## src/hw/rtl/cls_pkg.sv

```systemverilog
// Shared types, codes and helpers for the command link supervisor.
// No dependencies; imported by command_link_supervisor, cls_result_checker and the testbench.
`default_nettype none
package cls_pkg;

    localparam int unsigned LINE_MAX_DEF  = 95;
    localparam int unsigned TOKEN_MAX_DEF = 15;

    localparam logic [15:0] CMD_TIMEOUT_RST = 16'd10000;
    localparam logic [15:0] ACK_TIMEOUT_RST = 16'd500;
    localparam logic [3:0]  MAX_RETRY_RST   = 4'd3;

    typedef enum logic [1:0] {
        ST_IDLE = 2'd0,
        ST_RUN  = 2'd1,
        ST_DONE = 2'd2,
        ST_ERR  = 2'd3
    } status_t;

    typedef enum logic [1:0] {
        REQ_RX   = 2'd0,
        REQ_TICK = 2'd1,
        REQ_CMD  = 2'd2,
        REQ_NONE = 2'd3
    } req_t;

    typedef enum logic [1:0] {
        EV_NONE   = 2'd0,
        EV_SEND   = 2'd1,
        EV_RESEND = 2'd2,
        EV_STOP   = 2'd3
    } event_t;

    localparam logic [2:0] CAUSE_NONE     = 3'd0;
    localparam logic [2:0] CAUSE_LONG     = 3'd1;
    localparam logic [2:0] CAUSE_CMD_TO   = 3'd2;
    localparam logic [2:0] CAUSE_ACK_TO   = 3'd3;
    localparam logic [2:0] CAUSE_BUSY     = 3'd4;
    localparam logic [2:0] CAUSE_SLAVE    = 3'd5;

    localparam logic [1:0] REG_CMD_TIMEOUT = 2'd0;
    localparam logic [1:0] REG_ACK_TIMEOUT = 2'd1;
    localparam logic [1:0] REG_MAX_RETRY   = 2'd2;

    localparam int unsigned NUM_TYPES = 5;

    // length of message type name i: ACK STATE DONE ERR FAULT
    function automatic logic [7:0] type_len(input int unsigned i);
        logic [7:0] ln;
        case (i)
            0: ln = 8'd3;
            1: ln = 8'd5;
            2: ln = 8'd4;
            3: ln = 8'd3;
            default: ln = 8'd5;
        endcase
        return ln;
    endfunction

    // true when byte c is character p of type name i
    function automatic logic type_char_ok(input int unsigned i, input logic [7:0] p,
                                          input logic [7:0] c);
        logic [39:0] nm;
        logic [7:0]  ln;
        logic        ok;
        case (i)
            0: nm = "ACK";
            1: nm = "STATE";
            2: nm = "DONE";
            3: nm = "ERR";
            default: nm = "FAULT";
        endcase
        ln = type_len(i);
        ok = 1'b0;
        if (p < ln) begin
            ok = (nm[8*(int'(ln) - 1 - int'(p)) +: 8] == c);
        end
        return ok;
    endfunction

endpackage
`default_nettype wire

```

## src/hw/rtl/cls_ram.sv

```systemverilog
// Generic single-write, single-read RAM with registered read data.
// No dependencies.
`default_nettype none
module cls_ram #(
    parameter int unsigned WIDTH = 8,
    parameter int unsigned DEPTH = 32
) (
    input  wire logic                     aclk,
    input  wire logic                     we,
    input  wire logic [$clog2(DEPTH)-1:0] waddr,
    input  wire logic [WIDTH-1:0]         wdata,
    input  wire logic [$clog2(DEPTH)-1:0] raddr,
    output logic      [WIDTH-1:0]         rdata
);
    logic [WIDTH-1:0] mem [DEPTH];

    always_ff @(posedge aclk) begin
        if (we) begin
            mem[waddr] <= wdata;
        end
        rdata <= mem[raddr];
    end
endmodule
`default_nettype wire

```

## src/hw/rtl/command_link_supervisor.sv

```systemverilog
// Command link supervisor: command load, link line parser, timeouts and resends.
// Each result beat is registered from its accepted input beat; one beat per cycle sustained while m_tready is high.
// Token text is held in a two-bank RAM; banks swap at command start, and the
// read port is addressed in the cycle before the byte is used, with write forwarding.
// Synchronous active-low reset returns to idle with sequence 1; no clearing pass.
// Depends on cls_pkg and cls_ram.
`default_nettype none
module command_link_supervisor
    import cls_pkg::*;
#(
    parameter int unsigned LINE_MAX  = LINE_MAX_DEF,
    parameter int unsigned TOKEN_MAX = TOKEN_MAX_DEF
) (
    input  wire logic        aclk,
    input  wire logic        aresetn,
    input  wire logic        s_tvalid,
    output logic             s_tready,
    input  wire logic [7:0]  s_tdata,   // data_byte
    input  wire logic [1:0]  s_tuser,   // req_type
    input  wire logic        s_tlast,   // last_byte
    output logic             m_tvalid,
    input  wire logic        m_tready,
    // task_status[1:0] send_event[3:2] event_sequence[35:4] error_cause[38:36]
    // link_online[39] ack_seen[40], zero above
    output logic      [47:0] m_tdata,
    input  wire logic        cfg_wr_en,
    input  wire logic [1:0]  cfg_addr,
    input  wire logic [15:0] cfg_wdata
);
    localparam int unsigned TW   = (TOKEN_MAX > 1) ? $clog2(TOKEN_MAX) : 1;
    localparam int unsigned LENW = $clog2(TOKEN_MAX + 1);
    localparam int unsigned LW   = $clog2(LINE_MAX + 1);
    localparam int unsigned AW   = TW + 1;
    localparam logic [LENW-1:0] TOK_MAX = LENW'(TOKEN_MAX);
    localparam logic [LW-1:0]   LIN_MAX = LW'(LINE_MAX);

    // configuration
    logic [15:0] cmd_to_reg, ack_to_reg;
    logic [3:0]  max_retry_reg;

    // control state
    status_t          status_reg, status_next;
    logic [31:0]      next_seq_reg, next_seq_next;
    logic [31:0]      active_seq_reg, active_seq_next;
    logic [3:0]       retry_reg, retry_next;
    logic             ack_reg, ack_next;
    logic [15:0]      since_start_reg, since_start_next;
    logic [15:0]      since_tx_reg, since_tx_next;
    logic             exp_bank_reg, exp_bank_next;
    logic [LENW-1:0]  exp_len_reg, exp_len_next;
    logic [LENW-1:0]  pend_len_reg, pend_len_next;
    logic             pend_comma_reg, pend_comma_next;
    logic [LW-1:0]    line_len_reg, line_len_next;
    logic [1:0]       field_num_reg, field_num_next;
    logic [7:0]       field_pos_reg, field_pos_next;
    logic             in_field_reg, in_field_next;
    logic [4:0]       cand_reg, cand_next;
    logic [31:0]      pseq_reg, pseq_next;
    logic             digits_ok_reg, digits_ok_next;
    logic             tok_match_reg, tok_match_next;
    logic             online_reg, online_next;

    // output stage
    logic             m_valid_reg;
    logic [47:0]      m_data_reg;

    // token RAM
    logic             tok_we;
    logic [AW-1:0]    tok_waddr, tok_raddr, rd_addr_reg, wr_addr_reg;
    logic [7:0]       tok_rdata, wr_data_reg, tok_byte;
    logic             wr_en_reg;
    logic [7:0]       p_eff;

    logic             accept;
    req_t             req;
    logic [7:0]       c;
    event_t           ev;
    logic [31:0]      seq;
    logic [2:0]       cause;
    logic [35:0]      mul10;
    logic             active, cmd_ok;
    logic [7:0]       p;

    assign accept   = s_tvalid && s_tready;
    assign s_tready = !m_valid_reg || m_tready;
    assign m_tvalid = m_valid_reg;
    assign m_tdata  = m_data_reg;
    assign req      = req_t'(s_tuser);
    assign c        = s_tdata;

    cls_ram #(.WIDTH(8), .DEPTH(2 ** AW)) u_tok_ram (
        .aclk  (aclk),
        .we    (tok_we),
        .waddr (tok_waddr),
        .wdata (c),
        .raddr (tok_raddr),
        .rdata (tok_rdata)
    );

    // a write in the same cycle as the read of that entry is forwarded
    assign tok_byte = (wr_en_reg && wr_addr_reg == rd_addr_reg) ? wr_data_reg : tok_rdata;

    always_comb begin
        status_next     = status_reg;
        next_seq_next   = next_seq_reg;
        active_seq_next = active_seq_reg;
        retry_next      = retry_reg;
        ack_next        = ack_reg;
        since_start_next = since_start_reg;
        since_tx_next   = since_tx_reg;
        exp_bank_next   = exp_bank_reg;
        exp_len_next    = exp_len_reg;
        pend_len_next   = pend_len_reg;
        pend_comma_next = pend_comma_reg;
        line_len_next   = line_len_reg;
        field_num_next  = field_num_reg;
        field_pos_next  = field_pos_reg;
        in_field_next   = in_field_reg;
        cand_next       = cand_reg;
        pseq_next       = pseq_reg;
        digits_ok_next  = digits_ok_reg;
        tok_match_next  = tok_match_reg;
        online_next     = online_reg;
        ev              = EV_NONE;
        seq             = 32'd0;
        cause           = CAUSE_NONE;
        tok_we          = 1'b0;
        tok_waddr       = {!exp_bank_reg, pend_len_reg[TW-1:0]};
        mul10           = 36'd0;
        active          = 1'b0;
        cmd_ok          = 1'b0;
        p               = 8'd0;

        if (accept) begin
            case (req)
                REQ_RX: begin
                    if (c == 8'h0D || c == 8'h0A) begin
                        if (line_len_reg != '0) begin
                            // close open field
                            if (in_field_next) begin
                                if (field_num_next == 2'd0) begin
                                    for (int i = 0; i < NUM_TYPES; i++) begin
                                        if (type_len(i) != field_pos_next)
                                            cand_next[i] = 1'b0;
                                    end
                                end else if (field_num_next == 2'd2) begin
                                    if (field_pos_next != 8'(exp_len_reg))
                                        tok_match_next = 1'b0;
                                end
                                if (field_num_next != 2'd3)
                                    field_num_next = field_num_next + 2'd1;
                            end
                            online_next = 1'b1;
                            if (field_num_next >= 2'd2) begin
                                active = status_reg == ST_RUN && digits_ok_next &&
                                         pseq_next == active_seq_reg;
                                cmd_ok = field_num_next == 2'd3 && tok_match_next;
                                if (cand_next[1:0] != '0 && active) begin
                                    ack_next = 1'b1;
                                end else if (cand_next[2] && active && cmd_ok) begin
                                    ack_next    = 1'b1;
                                    status_next = ST_DONE;
                                end else if (cand_next[4:3] != '0 && active) begin
                                    ack_next    = 1'b1;
                                    status_next = ST_ERR;
                                    cause       = CAUSE_SLAVE;
                                end
                            end
                            line_len_next  = '0;
                            field_num_next = 2'd0;
                            field_pos_next = 8'd0;
                            in_field_next  = 1'b0;
                            cand_next      = 5'h1F;
                            pseq_next      = 32'd0;
                            digits_ok_next = 1'b1;
                            tok_match_next = 1'b0;
                        end
                    end else if (c >= 8'd32 && c <= 8'd126 && line_len_reg < LIN_MAX) begin
                        line_len_next = line_len_reg + LW'(1);
                        if (c == ",") begin
                            if (in_field_reg) begin
                                if (field_num_reg == 2'd0) begin
                                    for (int i = 0; i < NUM_TYPES; i++) begin
                                        if (type_len(i) != field_pos_reg)
                                            cand_next[i] = 1'b0;
                                    end
                                end else if (field_num_reg == 2'd2) begin
                                    if (field_pos_reg != 8'(exp_len_reg))
                                        tok_match_next = 1'b0;
                                end
                                if (field_num_reg != 2'd3)
                                    field_num_next = field_num_reg + 2'd1;
                                in_field_next = 1'b0;
                            end
                        end else begin
                            p = in_field_reg ? field_pos_reg : 8'd0;
                            if (!in_field_reg) begin
                                in_field_next = 1'b1;
                                if (field_num_reg == 2'd1) begin
                                    pseq_next      = 32'd0;
                                    digits_ok_next = 1'b1;
                                end
                                if (field_num_reg == 2'd2) tok_match_next = 1'b1;
                            end
                            if (field_num_reg == 2'd0) begin
                                for (int i = 0; i < NUM_TYPES; i++) begin
                                    if (!type_char_ok(i, p, c)) cand_next[i] = 1'b0;
                                end
                            end else if (field_num_reg == 2'd1) begin
                                if (c >= "0" && c <= "9") begin
                                    mul10 = {pseq_next, 3'b000} + {3'b000, pseq_next, 1'b0}
                                            + {28'd0, c - 8'h30};
                                    pseq_next = (mul10[35:32] != '0) ? 32'hFFFF_FFFF
                                                                     : mul10[31:0];
                                end else begin
                                    digits_ok_next = 1'b0;
                                end
                            end else if (field_num_reg == 2'd2) begin
                                if (p >= 8'(exp_len_reg) || p >= 8'(TOKEN_MAX) ||
                                    tok_byte != c)
                                    tok_match_next = 1'b0;
                            end
                            field_pos_next = (p != 8'hFF) ? p + 8'd1 : p;
                        end
                    end else if (line_len_reg >= LIN_MAX) begin
                        line_len_next  = '0;
                        field_num_next = 2'd0;
                        field_pos_next = 8'd0;
                        in_field_next  = 1'b0;
                        cand_next      = 5'h1F;
                        pseq_next      = 32'd0;
                        digits_ok_next = 1'b1;
                        tok_match_next = 1'b0;
                        status_next    = ST_ERR;
                        cause          = CAUSE_LONG;
                    end
                end
                REQ_TICK: begin
                    if (status_reg == ST_RUN) begin
                        if (since_start_reg != 16'hFFFF)
                            since_start_next = since_start_reg + 16'd1;
                        if (since_tx_reg != 16'hFFFF)
                            since_tx_next = since_tx_reg + 16'd1;
                        if (since_start_next >= cmd_to_reg) begin
                            status_next   = ST_ERR;
                            cause         = CAUSE_CMD_TO;
                            ev            = EV_STOP;
                            seq           = next_seq_reg;
                            next_seq_next = (next_seq_reg == 32'hFFFF_FFFF) ? 32'd1
                                                                            : next_seq_reg + 32'd1;
                        end else if (!ack_reg && since_tx_next >= ack_to_reg) begin
                            if (retry_reg >= max_retry_reg) begin
                                status_next = ST_ERR;
                                cause       = CAUSE_ACK_TO;
                            end else begin
                                retry_next    = retry_reg + 4'd1;
                                since_tx_next = 16'd0;
                                ev            = EV_RESEND;
                                seq           = active_seq_reg;
                            end
                        end
                    end
                end
                REQ_CMD: begin
                    if (c == "," || c == 8'd0) begin
                        pend_comma_next = 1'b1;
                    end else if (!pend_comma_reg && pend_len_reg < TOK_MAX) begin
                        tok_we        = 1'b1;
                        pend_len_next = pend_len_reg + LENW'(1);
                    end
                    if (s_tlast) begin
                        if (status_reg == ST_RUN) begin
                            cause = CAUSE_BUSY;
                        end else begin
                            status_next      = ST_RUN;
                            since_start_next = 16'd0;
                            since_tx_next    = 16'd0;
                            active_seq_next  = next_seq_reg;
                            next_seq_next    = (next_seq_reg == 32'hFFFF_FFFF) ? 32'd1
                                                                               : next_seq_reg + 32'd1;
                            retry_next       = 4'd0;
                            ack_next         = 1'b0;
                            exp_bank_next    = !exp_bank_reg;
                            exp_len_next     = pend_len_next;
                            ev               = EV_SEND;
                            seq              = next_seq_reg;
                        end
                        pend_len_next   = '0;
                        pend_comma_next = 1'b0;
                    end
                end
                default: begin
                end
            endcase
        end

        // fetch the token byte for the next line character
        p_eff     = in_field_next ? field_pos_next : 8'd0;
        tok_raddr = {exp_bank_next, p_eff[TW-1:0]};
    end

    always_ff @(posedge aclk) begin
        if (!aresetn) begin
            cmd_to_reg     <= CMD_TIMEOUT_RST;
            ack_to_reg     <= ACK_TIMEOUT_RST;
            max_retry_reg  <= MAX_RETRY_RST;
            status_reg     <= ST_IDLE;
            next_seq_reg   <= 32'd1;
            active_seq_reg <= 32'd0;
            retry_reg      <= 4'd0;
            ack_reg        <= 1'b0;
            since_start_reg <= 16'd0;
            since_tx_reg   <= 16'd0;
            exp_bank_reg   <= 1'b0;
            exp_len_reg    <= '0;
            pend_len_reg   <= '0;
            pend_comma_reg <= 1'b0;
            line_len_reg   <= '0;
            field_num_reg  <= 2'd0;
            field_pos_reg  <= 8'd0;
            in_field_reg   <= 1'b0;
            cand_reg       <= 5'h1F;
            pseq_reg       <= 32'd0;
            digits_ok_reg  <= 1'b1;
            tok_match_reg  <= 1'b0;
            online_reg     <= 1'b0;
            m_valid_reg    <= 1'b0;
            wr_en_reg      <= 1'b0;
        end else begin
            if (cfg_wr_en) begin
                case (cfg_addr)
                    REG_CMD_TIMEOUT: cmd_to_reg    <= cfg_wdata;
                    REG_ACK_TIMEOUT: ack_to_reg    <= cfg_wdata;
                    REG_MAX_RETRY:   max_retry_reg <= cfg_wdata[3:0];
                    default: begin
                    end
                endcase
            end
            status_reg     <= status_next;
            next_seq_reg   <= next_seq_next;
            active_seq_reg <= active_seq_next;
            retry_reg      <= retry_next;
            ack_reg        <= ack_next;
            since_start_reg <= since_start_next;
            since_tx_reg   <= since_tx_next;
            exp_bank_reg   <= exp_bank_next;
            exp_len_reg    <= exp_len_next;
            pend_len_reg   <= pend_len_next;
            pend_comma_reg <= pend_comma_next;
            line_len_reg   <= line_len_next;
            field_num_reg  <= field_num_next;
            field_pos_reg  <= field_pos_next;
            in_field_reg   <= in_field_next;
            cand_reg       <= cand_next;
            pseq_reg       <= pseq_next;
            digits_ok_reg  <= digits_ok_next;
            tok_match_reg  <= tok_match_next;
            online_reg     <= online_next;
            wr_en_reg      <= tok_we;
            if (accept) begin
                m_valid_reg <= 1'b1;
            end else if (m_tready) begin
                m_valid_reg <= 1'b0;
            end
        end
    end

    always_ff @(posedge aclk) begin
        rd_addr_reg <= tok_raddr;
        wr_addr_reg <= tok_waddr;
        wr_data_reg <= c;
        if (accept) begin
            m_data_reg <= {7'd0, ack_next, online_next, cause, seq, ev, status_next};
        end
    end

endmodule
`default_nettype wire

```

## config.mk

```make
export PLATFORM = sky130hd
export DESIGN_NAME = command_link_supervisor
export DESIGN_NICKNAME = d
export VERILOG_FILES = /design/src/hw/rtl/cls_pkg.sv /design/src/hw/rtl/cls_ram.sv /design/src/hw/rtl/command_link_supervisor.sv
export SDC_FILE = /design/constraint.sdc
export NUM_CORES = 1
export LEC_CHECK = 0
export ABC_AREA = 1
export CAP_MARGIN = 20
export CELL_PAD_IN_SITES_DETAIL_PLACEMENT = 0
export CELL_PAD_IN_SITES_GLOBAL_PLACEMENT = 1
export CORE_ASPECT_RATIO = 0.6
export CORE_UTILIZATION = 44
export DETAILED_ROUTE_END_ITERATION = 8
export DONT_BUFFER_PORTS = 1
export GPL_TIMING_DRIVEN = 0
export PLACE_DENSITY = 0.74
export SLEW_MARGIN = 20
export SYNTH_ARGS = -nofsm -noshare
export SYNTH_HDL_FRONTEND = slang
export SYNTH_SLANG_ARGS = --single-unit
```

## constraint.sdc

```tcl
create_clock -name aclk -period 3.66 [get_ports aclk]
set_clock_uncertainty 0.15 [all_clocks]
set_input_delay 0.183 -clock aclk [delete_from_list [all_inputs] [get_ports aclk]]
set_output_delay 0.183 -clock aclk [all_outputs]
set_load 0.03 [all_outputs]
```

# Word level (Yosys, flattened, before mapping)
# Memories as Yosys holds them, arrays and structs flattened. A register that Yosys moved wholly into a read port is not among the register bits.
# Cells that the tools add are included.
# word_totals
regBits,268
ramBits,256
in_bits,34
output_inout_bits,50
word_cells,500
mem_count,1
# mem_list
memory,depth,width,read_ports,rd_clocked_by_memory_dff,wr,line_no,source
u_tok_ram.mem,32,8,1,1,1,cls_ram.sv:15,logic [WIDTH-1:0] mem [DEPTH];
# classes
addsub,17
order_cmp,16
eq_ne,51
shift,5
n_mux,324
bitwise_logic,1
n_reduce_logical,52
# op_table
operator,count
$mux W40,30
$mux W32,27
$mux W8,58
$mux W16,15
$shiftx A40 B13 Y8,5
$pmux W32 S2,2
$mux W1,115
$mux W5,14
$mux W2,34
$pmux W16 S2,2
$ne A8 B8 Y1,7
$reduce_and A8 Y1,6
$eq A8 B8 Y1,5
$mux W4,10
$add A35 B33 Y36,1
$add A36 B8 Y36,1
$add A16 B1 Y16 const B,2
$add A32 B1 Y32 const B,1
$eq A32 B32 Y1,1
$eq A32 B32 Y1 const B,1
$ge A16 B16 Y1,2
$ne A16 B16 Y1 const B,2
$sub A9 B9 Y10,3
$mux W7,4
other kinds (51),118

# Depth between registers and ports, before layout
# Gate-level depths: netlist of the first run.
# logic_depth
depth_word,25
depth_mapped,28
mapped_depth_nobuf,27

# Modules after synthesis
# A second synthesis of the first run with hierarchy kept.
# hier_totals
cells_unflattened,3589
hier_area_um2,28675.0
# modules_own_cells
module,n_inst,cells_each,area_per_inst_um2,seq_area_each_um2
command_link_supervisor,1,2667,17888.4,5775.5
cls_ram,1,922,10786.6,7847.5

# Worst setup path before layout of the first run
# OpenSTA, ideal clock, no wires.
# synth_timing
kind,register -> register
startpoint,reg in_field_reg
endpoint,reg pseq_reg[13]
setup_ps,132
t_arrival_ps,3673
t_required_ps,3378
path_slack_ps,-295
stages_incl_launch_ff,24
n_path_buf,4
synth_period_minus_slack_ps,3955
path_cell_list,dfxtp_1 -> buf_2 -> buf_6 -> inv_2 -> nand2_1 -> clkbuf_1 -> nand2_1 -> fa_1 -> fa_1 -> o21ai_1 -> nand3_1 -> nand2_1 -> nand2_1 -> nand2_1 -> nand3_1 -> nand3_1 -> nand2_1 -> nor2_1 -> nand2_1 -> nor2_1 -> buf_2 -> nand2_1 -> nand2_1 -> a21oi_1
# synth_between
elab_chain_cells,16
# synth_lines
item,line_no,source
"start, declared",command_link_supervisor.sv:56,"logic in_field_reg, in_field_next;"
"start signal, assigned",command_link_supervisor.sv:353,in_field_reg <= in_field_next;
$mux W32 (*),command_link_supervisor.sv:197,if (!in_field_reg) begin
$mux W32 (*),command_link_supervisor.sv:180,"if (c == "","") begin"
$mux W32 (*),command_link_supervisor.sv:178,end else if (c >= 8'd32 && c <= 8'd126 && line_len_reg < LIN_MAX) begin
$mux W32 (*),command_link_supervisor.sv:137,if (c == 8'h0D || c == 8'h0A) begin
$mux W32 (*),command_link_supervisor.sv:135,case (req)
$mux W32 (*),command_link_supervisor.sv:134,if (accept) begin
$add A35 B33 Y36,command_link_supervisor.sv:211,"mul10 = {pseq_next, 3'b000} + {3'b000, pseq_next, 1'b0}"
$add A36 B8 Y36,command_link_supervisor.sv:212,"+ {28'd0, c - 8'h30};"
$reduce_bool A4 Y1,command_link_supervisor.sv:213,pseq_next = (mul10[35:32] != '0) ? 32'hFFFF_FFFF
$mux W32,command_link_supervisor.sv:213,
$mux W32,command_link_supervisor.sv:210,"if (c >= ""0"" && c <= ""9"") begin"
$mux W32,command_link_supervisor.sv:209,end else if (field_num_reg == 2'd1) begin
$mux W32 (*),command_link_supervisor.sv:205,if (field_num_reg == 2'd0) begin
$mux W32 (*),command_link_supervisor.sv:180,
$mux W32 (*),command_link_supervisor.sv:178,
$mux W32 (*),command_link_supervisor.sv:137,
"end signal, assigned",command_link_supervisor.sv:355,pseq_reg <= pseq_next;
"end, declared",command_link_supervisor.sv:58,"logic [31:0] pseq_reg, pseq_next;"
# Mark *: on every way between the ends. The rest lies on a longest branch, timed or not. The select of a mux whose other input is x is not followed.
# A chain may end at the register's enable or synchronous reset.

# Worst setup path in the final report of the first run
# layout_timing
startpoint,reg since_tx_reg[5]
endpoint,"reg m_data_reg[15], in the netlist m_tdata[15], data pin"
# layout_between
elab_chain_cells,11
elab_cells_between_ends,12
cone_classes,add/sub: 1; order compare: 1; eq/ne: 1; mux: 8; reduce/logical: 1
# layout_lines
item,line_no,source
"start, declared",command_link_supervisor.sv:48,"logic [15:0] since_tx_reg, since_tx_next;"
"start signal, assigned",command_link_supervisor.sv:345,since_tx_reg <= since_tx_next;
$add A16 B1 Y16 / $ne A16 B16 Y1 (equally long branches),"command_link_supervisor.sv:243, command_link_supervisor.sv:242",
$mux W16 (*),command_link_supervisor.sv:242,if (since_tx_reg != 16'hFFFF)
$mux W16 (*),command_link_supervisor.sv:239,if (status_reg == ST_RUN) begin
$mux W16 (*),command_link_supervisor.sv:135,
$mux W16 (*),command_link_supervisor.sv:134,
$ge A16 B16 Y1 (*),command_link_supervisor.sv:251,end else if (!ack_reg && since_tx_next >= ack_to_reg) begin
$logic_and A1 B1 Y1 (*),command_link_supervisor.sv:251,
$mux W32 (*),command_link_supervisor.sv:251,
$mux W32 (*),command_link_supervisor.sv:244,if (since_start_next >= cmd_to_reg) begin
$mux W32 (*),command_link_supervisor.sv:239,
$pmux W32 S2 (*),command_link_supervisor.sv:135,
via seq[11],command_link_supervisor.sv:78,logic [31:0] seq;
"end signal, assigned",command_link_supervisor.sv:373,"m_data_reg <= {7'd0, ack_next, online_next, cause, seq, ev, status_next};"
"end, declared",command_link_supervisor.sv:65,logic [47:0] m_data_reg;
# Mark *: on every way through the listed nets, which the timed path passes. The rest lies on a longest branch. The select of a mux whose other input is x is not followed.

==> flow_summary_export.csv, run 1 <==
group,metric,value,unit
run_status,status,"finished with violations",
run_status,violations,"negative setup slack",
yosys,synth_area,28800,sq um
timing,period_needed,3990,ps
layout,nets,3989,
place,detailedPlacementHpwl,76100,um
place,placed_cell_area,30000,sq um
layout,most-common-layout-cells,"703 x nand2_1, 412 x nand3_1, 320 x inv_1",
yosys,synth_compound_area_frac,0.109,
layout,top_register,"u_tok_ram.mem",
critical_path,crit_path_start_kind,"register",
floorplanning,die_h,200,um
layout,fin_util,0.570,
global_routing,grt_pass1_wl,156000,um
yosys,synth-xor-area-share,0.0310,
place,gp_congestion,0.989,
global_routing,grt_pass1_vias,24700,
yosys,synth_sequential_area_ratio,0.473,
floorplanning,core,64600,sq um
clock_tree,cts_buffer_depth,3,
critical_path,r2r_start,"since_tx_reg[5]",
critical_path,endpoint,"m_tdata[15]",
place,post-place-ws,-1760,ps
clock_tree,cts_buffers,53,
yosys,synthCells,3540,
route,routed_via_density,5.76,
timing,hold_viol_final,0,
route,via_count,27200,
place,port_buffers,0,
route,wl,108000,um
yosys,synth_top_family_by_area,"simple AND/OR/NAND/NOR gates",
route,drtIter0Drc,3283,
timing,setup_viol,104,
power,p_total,13.5,mW
clock_tree,cts_tree,"done",
floorplanning,fp.dieArea,66600,sq um
layout,layout_commonest_cell,"nand2_1",
floorplanning,rows,72,
clock_tree,root_buffer,"clkbuf_16",
yosys,yosys.area_share.simple,0.254,
power,p_leak,14.7,nW
global_routing,grt.total_usage,0.312,
yosys,yosys_register_bits,532,
critical_path,slowest_delay,400,ps
flow_run,maxCapViolations,0,
yosys,yosysWarnings,0,
floorplanning,initial_core_util,0.446,
critical_path,cp.arrival,4300,ps
critical_path,cp-end-kind,"register",
power,p_per_area,367,nW/um^2
timing,max_freq,0.251,GHz
hold_path,min-delay-start,"s_tdata[2]",
global_routing,grt.overflow.total,0,
critical_path,critPathRequiredTime,3970,ps
timing,slew_headroom,0.269,
global_routing,grt_max_degree,38,
clock_tree,cts_max_level,2,
critical_path,cp_cell_sequence,"nand2_2 > nor2_4 > nand2_2 > nor3_2 > nand4_1 > nor2_4 > o21ai_0 > ha_1 > nand3_2 > nor3_4 > nand3_2 > nand3_4 > nand2_4 > o21ai_4 > inv_2 > nor2_4 > buf_12 > buf_8 > o211ai_1 > a21oi_2",
clock_tree,clk_pin_slew,70,ps
global_routing,grt_antenna_before_repair,6,
yosys,muxShareOfSynthArea,0,
route,wire_per_inst,23.0,um
hold_path,hold_class,"in -> reg",
critical_path,cp.depth,20,
critical_path,critPathSlowestCell,"ha_1",
timing,fin_ws,-331,ps
route,first_pass_iters,6,
timing,finalMaxSlewViolations,0,
layout,largest_reg_flops,256,
critical_path,cp_common_cell,"nor2_4",
critical_path,cp_top_family,"simple AND/OR/NAND/NOR gates",
layout,area_growth,27.7,%
layout,finalNonFillerCells,4724,
timing,period_share,1.09,
critical_path,worstPathMaxFanout,6,
clock_tree,clk_latency,650,ps
critical_path,worst-setup-path-type,"reg -> reg",
place,dp.cells,4415,
route,drc,0,
layout,stdcell_area,36800,sq um
critical_path,r2r_setup_slack,-330,ps
yosys,synth.avg_cell_area,8.14,sq um
yosys,synth_fa_ha_area_frac,0.0564,
critical_path,reg2regPathDepth,20,
critical_path,crit_start,"since_tx_reg[5]",
critical_path,r2r_end,"m_tdata[15]",
timing,rsz0062_at_grt,"true",
power,max-vdd-ir-drop,366,uV
clock_tree,cts.sinks,532,
floorplanning,die_w,332,um
floorplanning,ios,84,
route,antenna_left,0,
yosys,synth.distinct_cells,57,
critical_path,path_buf_inv,3,
timing,worst_pin_slew,1100,ps
layout,drive_gt1_frac,0.229,
==> what timing repair did <==
action / CTS / global route
buffers inserted: 68 / 72
setup endpoints to repair: 140 / 379
pin swaps: 81 / 154
resized for setup: 346 / 441
gates cloned: 8 / 5
endpoints found under the hold margin: 338 / 0
hold buffers: 65 / 0
==> cells in the mapped netlist (all sizes together) <==
master / count / area (sq um)
buf: 86 / 523
a22oi: 3 / 36.3
nor2: 255 / 1030
ha: 122 / 1530
xor2: 72 / 631
a21oi: 291 / 1460
and2: 1 / 6.26
a21o: 5 / 37.5
nand3b: 8 / 60.1
xnor2: 30 / 263
o21bai: 8 / 60.1
conb: 1 / 3.75
clkinv: 5 / 20.0
o211a: 2 / 20.0
o31ai: 2 / 15.0
o21ai: 153 / 769
a211oi: 19 / 143
nand2b: 2 / 12.5
nand2: 828 / 3150
o2111ai: 1 / 8.76
and3: 2 / 12.5
o22ai: 2 / 12.5
a21boi: 6 / 45.1
nand4: 26 / 163
nor3: 59 / 295
nand3: 465 / 2360
or2: 13 / 81.3
o21a: 13 / 97.6
a31o: 3 / 26.3
nor3b: 7 / 52.6
inv: 372 / 1400
fa: 5 / 100
edfxtp: 297 / 8920
dfxtp: 235 / 4700
nor4: 15 / 93.8
clkbuf: 68 / 255
o211ai: 44 / 330
a31oi: 13 / 87.6
a41oi: 1 / 8.76
==> where the power goes <==
part	switching (mW)	total, mW	internal, mW
sequential	0.0977	6.49	6.39
combinational	0.798	1.16	0.361
clock	2.56	5.88	3.32
total	3.45	13.5	10.1
==> layer usage <==
metal  track usage  up-vias  part of all wire
met2         0.385     1221              0.37
met3        0.0846      122              0.11
met4        0.0511        8             0.014
met5             0        -           0.00052
met1         0.523    13300              0.50
li1              -    12500                 -
==> worst register-to-register path, stage by stage (launching register included) <==
cell	delay, ps
dfxtp_4	370
nand2_2	70
nor2_4	140
nand2_2	90
nor3_2	230
nand4_1	240
nor2_4	230
o21ai_0	230
ha_1	400
nand3_2	130
nor3_4	240
nand3_2	120
nand3_4	130
nand2_4	80
o21ai_4	130
inv_2	80
nor2_4	120
buf_12	160
buf_8	140
o211ai_1	150
a21oi_2	200
==> metrics by stage <==
stage | hold WS, ps | setup TNS [ps]
2_1_floorplan | 60.7 | 0
3_3_place_gp | 78.2 | -217350
3_5_place_dp | 79.9 | -179230
4_1_cts | 29.5 | -22430
5_1_grt | 79.0 | -40010
6_report | 78.4 | -19390
==> cells by family after synthesis <==
family	after synthesis
flops	532
simple gates	1681
compound gates	566
fa+ha+maj	127
buf+inv	531
xor+xnor	102
other cells	1
==> layout make-up <==
cell class / instances / area [sq um]
fillers: 5761 / 27800
inverters: 377 / 1490
diodes: 1 / 2.50
repair inverters: 1 / 11.3
clock buffers: 56 / 1350
flip-flops and latches: 532 / 13700
plain buffers: 151 / 982
repair buffers: 213 / 2280
well taps: 851 / 1060
clock inverters: 43 / 474
multi-input cells: 2499 / 15500
==> how the worst min path moves through the flow <==
| stage | to | slack [ps] | cells after the start |
|---|---|---|---|
| after floorplan | wr_data_reg[0] | 60 | 0 |
| after global placement | wr_data_reg[7] | 80 | 0 |
| after CTS | line_len_reg[1] | 30 | 6 |
| after detailed placement | wr_data_reg[6] | 80 | 0 |
| final | pseq_reg[2] | 80 | 7 |
| after global routing | pseq_reg[2] | 80 | 7 |
No activity file was read; power rests on OpenSTA's default activity.
==> run 2, diff against run 1 <==
Settings changed: GPL_TIMING_DRIVEN 0 to default.
==> run 2 against run 1 <==
Effect of this change:
- highest routed layer unchanged
- count of clock-buffer cells in the layout grew 17
- the flow still finishes with violations (negative setup slack)
- final area is 1.7% higher
- maximum frequency up 5.9%
- cell count is 1.4% higher
==> flow_summary_export.csv, run 2 (synthesized netlist as in run 1, its figures left out) <==
group,metric,value,unit
run_status,status,"finished with violations",
run_status,violations,"negative setup slack",
critical_path,crit_path_start_kind,"register",
critical_path,slowest_delay,480,ps
global_routing,grt_antenna_before_repair,2,
place,post-place-ws,-445,ps
clock_tree,clk_pin_slew,70,ps
layout,largest_reg_flops,256,
timing,setup_viol,45,
clock_tree,root_buffer,"clkbuf_16",
layout,drive_gt1_frac,0.233,
floorplanning,die_h,200,um
clock_tree,cts.sinks,532,
timing,period_share,1.03,
layout,top_register,"u_tok_ram.mem",
place,dp.cells,4550,
critical_path,cp_cell_sequence,"inv_2 > nor2_4 > nand2_8 > nand2_2 > fa_2 > fa_2 > o21ai_4 > buf_6 > a21oi_4 > o21ai_2 > nand2_2 > nand3_2 > nand2_2 > nor2_4 > nand2_2 > nor2_4 > buf_6 > buf_16 > nand2_4 > nand2_2 > a21oi_2",
critical_path,cp_common_cell,"nand2_2",
layout,finalNonFillerCells,4788,
place,gp_congestion,0.918,
timing,hold_viol_final,0,
floorplanning,fp.dieArea,66600,sq um
clock_tree,cts_max_level,2,
floorplanning,rows,72,
route,drtIter0Drc,2543,
critical_path,cp-end-kind,"register",
clock_tree,cts_buffer_depth,3,
floorplanning,ios,84,
global_routing,grt_pass1_vias,24900,
timing,slew_headroom,0.417,
layout,layout_commonest_cell,"nand2_1",
floorplanning,die_w,332,um
timing,rsz0062_at_grt,"true",
hold_path,hold_class,"in -> reg",
layout,diodes,0,
floorplanning,core,64600,sq um
timing,finalMaxSlewViolations,0,
timing,setup_tns,-2990,ps
route,antenna_left,0,
critical_path,worst-setup-path-type,"reg -> reg",
route,wl,97200,um
layout,area_growth,29.9,%
power,p_total,13.2,mW
global_routing,grt.overflow.total,0,
place,detailedPlacementHpwl,63600,um
flow_run,maxCapViolations,0,
layout,final.fill_count,5560,
critical_path,path_buf_inv,4,
critical_path,critPathRequiredTime,4000,ps
timing,worst_pin_slew,874,ps
critical_path,worstPathMaxFanout,8,
critical_path,cp.arrival,4110,ps
power,p_leak,15.1,nW
global_routing,grt_pass1_wl,145000,um
route,via_count,26700,
critical_path,cp_top_family,"simple AND/OR/NAND/NOR gates",
layout,nets,4056,
layout,most-common-layout-cells,"708 x nand2_1, 427 x nand3_1, 324 x inv_1",
power,max-vdd-ir-drop,309,uV
timing,period_needed,3770,ps
route,routed_via_density,5.58,
timing,fin_ws,-110,ps
global_routing,grt.total_usage,0.278,
critical_path,critPathSlowestCell,"fa_2",
clock_tree,cts_tree,"done",
route,first_pass_iters,6,
floorplanning,initial_core_util,0.446,
clock_tree,clk_latency,620,ps
route,drc,0,
clock_tree,cts_buffers,53,
timing,max_freq,0.265,GHz
power,p_per_area,353,nW/um^2
global_routing,grt_max_degree,72,
place,port_buffers,0,
route,wire_per_inst,20.3,um
run 2: cell types whose count changed in the layout (fill, tap and decap cells not counted), moves of 15 or more:
cell	before	now
buf_4	125	292
buf_2	34	0
clkbuf_1	52	9
nor2_1	180	200
a21oi_2	78	58
ha_4	23	52
a21oi_1	206	229
nor2_4	42	23
nand3_1	412	427
ha_1	89	68
run 2: through the flow:
step / area, sq um / util / hold WS (ps)
2_1_floorplan: 28900 / - / 60.7
4_1_cts: 35100 / 0.544 / 12.1
6_report: 37400 / 0.579 / 55.7
3_5_place_dp: 31600 / 0.489 / 79.3
5_1_grt: 37400 / 0.579 / 102
3_3_place_gp: 31600 / 0.489 / 78.8
run 2: per-layer routing:
layer / track usage / vias to the layer above / share of wire
li1: - / 12600 / -
met1: 0.435 / 12900 / 0.48
met2: 0.385 / 1058 / 0.40
met3: 0.0687 / 120 / 0.098
met4: 0.0506 / 2 / 0.015
met5: 0 / - / 0.00011
run 2: repair_timing:
item / in CTS / in global routing
pin swaps: 36 / 130
gates cloned: 4 / 10
resized for setup: 139 / 430
endpoints found under the hold margin: 401 / 0
setup endpoints to repair: 120 / 128
hold buffers: 74 / 0
setup buffers: 24 / 33
run 2: final timing paths:
check             slack (ps)             end        startpoint  depth (start not counted)
hold / removal            60     pseq_reg[7]        s_tdata[2]                          8
hold reg to reg          290  wr_addr_reg[1]   pend_len_reg[1]                          0
setup reg to reg        -110    pseq_reg[16]  field_num_reg[0]                         21
setup / recovery        -110    pseq_reg[16]  field_num_reg[0]                         21
run 2: area by class of cell:
type	count	area (sq um)	area share
multi-input combinational	2500	15300	0.410
sequential	532	13600	0.365
timing repair buffer	431	4150	0.111
clock buffer	73	1530	0.0410
inverter	377	1450	0.0387
tap	851	1060	0.0284
clock inverter	24	241	0.00645
run 2: tightest hold or removal path, stage by stage:
cell,delay [ps]
nor2_2,30
nor2_1,110
nor4_2,60
buf_4,180
nand2_2,70
nand2_2,50
nand2_2,50
a21oi_2,40
run 2: where the power goes:
part / internal [mW] / leakage (nW) / switching, mW
combinational: 0.336 / 9.58 / 0.698
sequential: 6.40 / 4.65 / 0.100
clock: 3.21 / 0.871 / 2.45
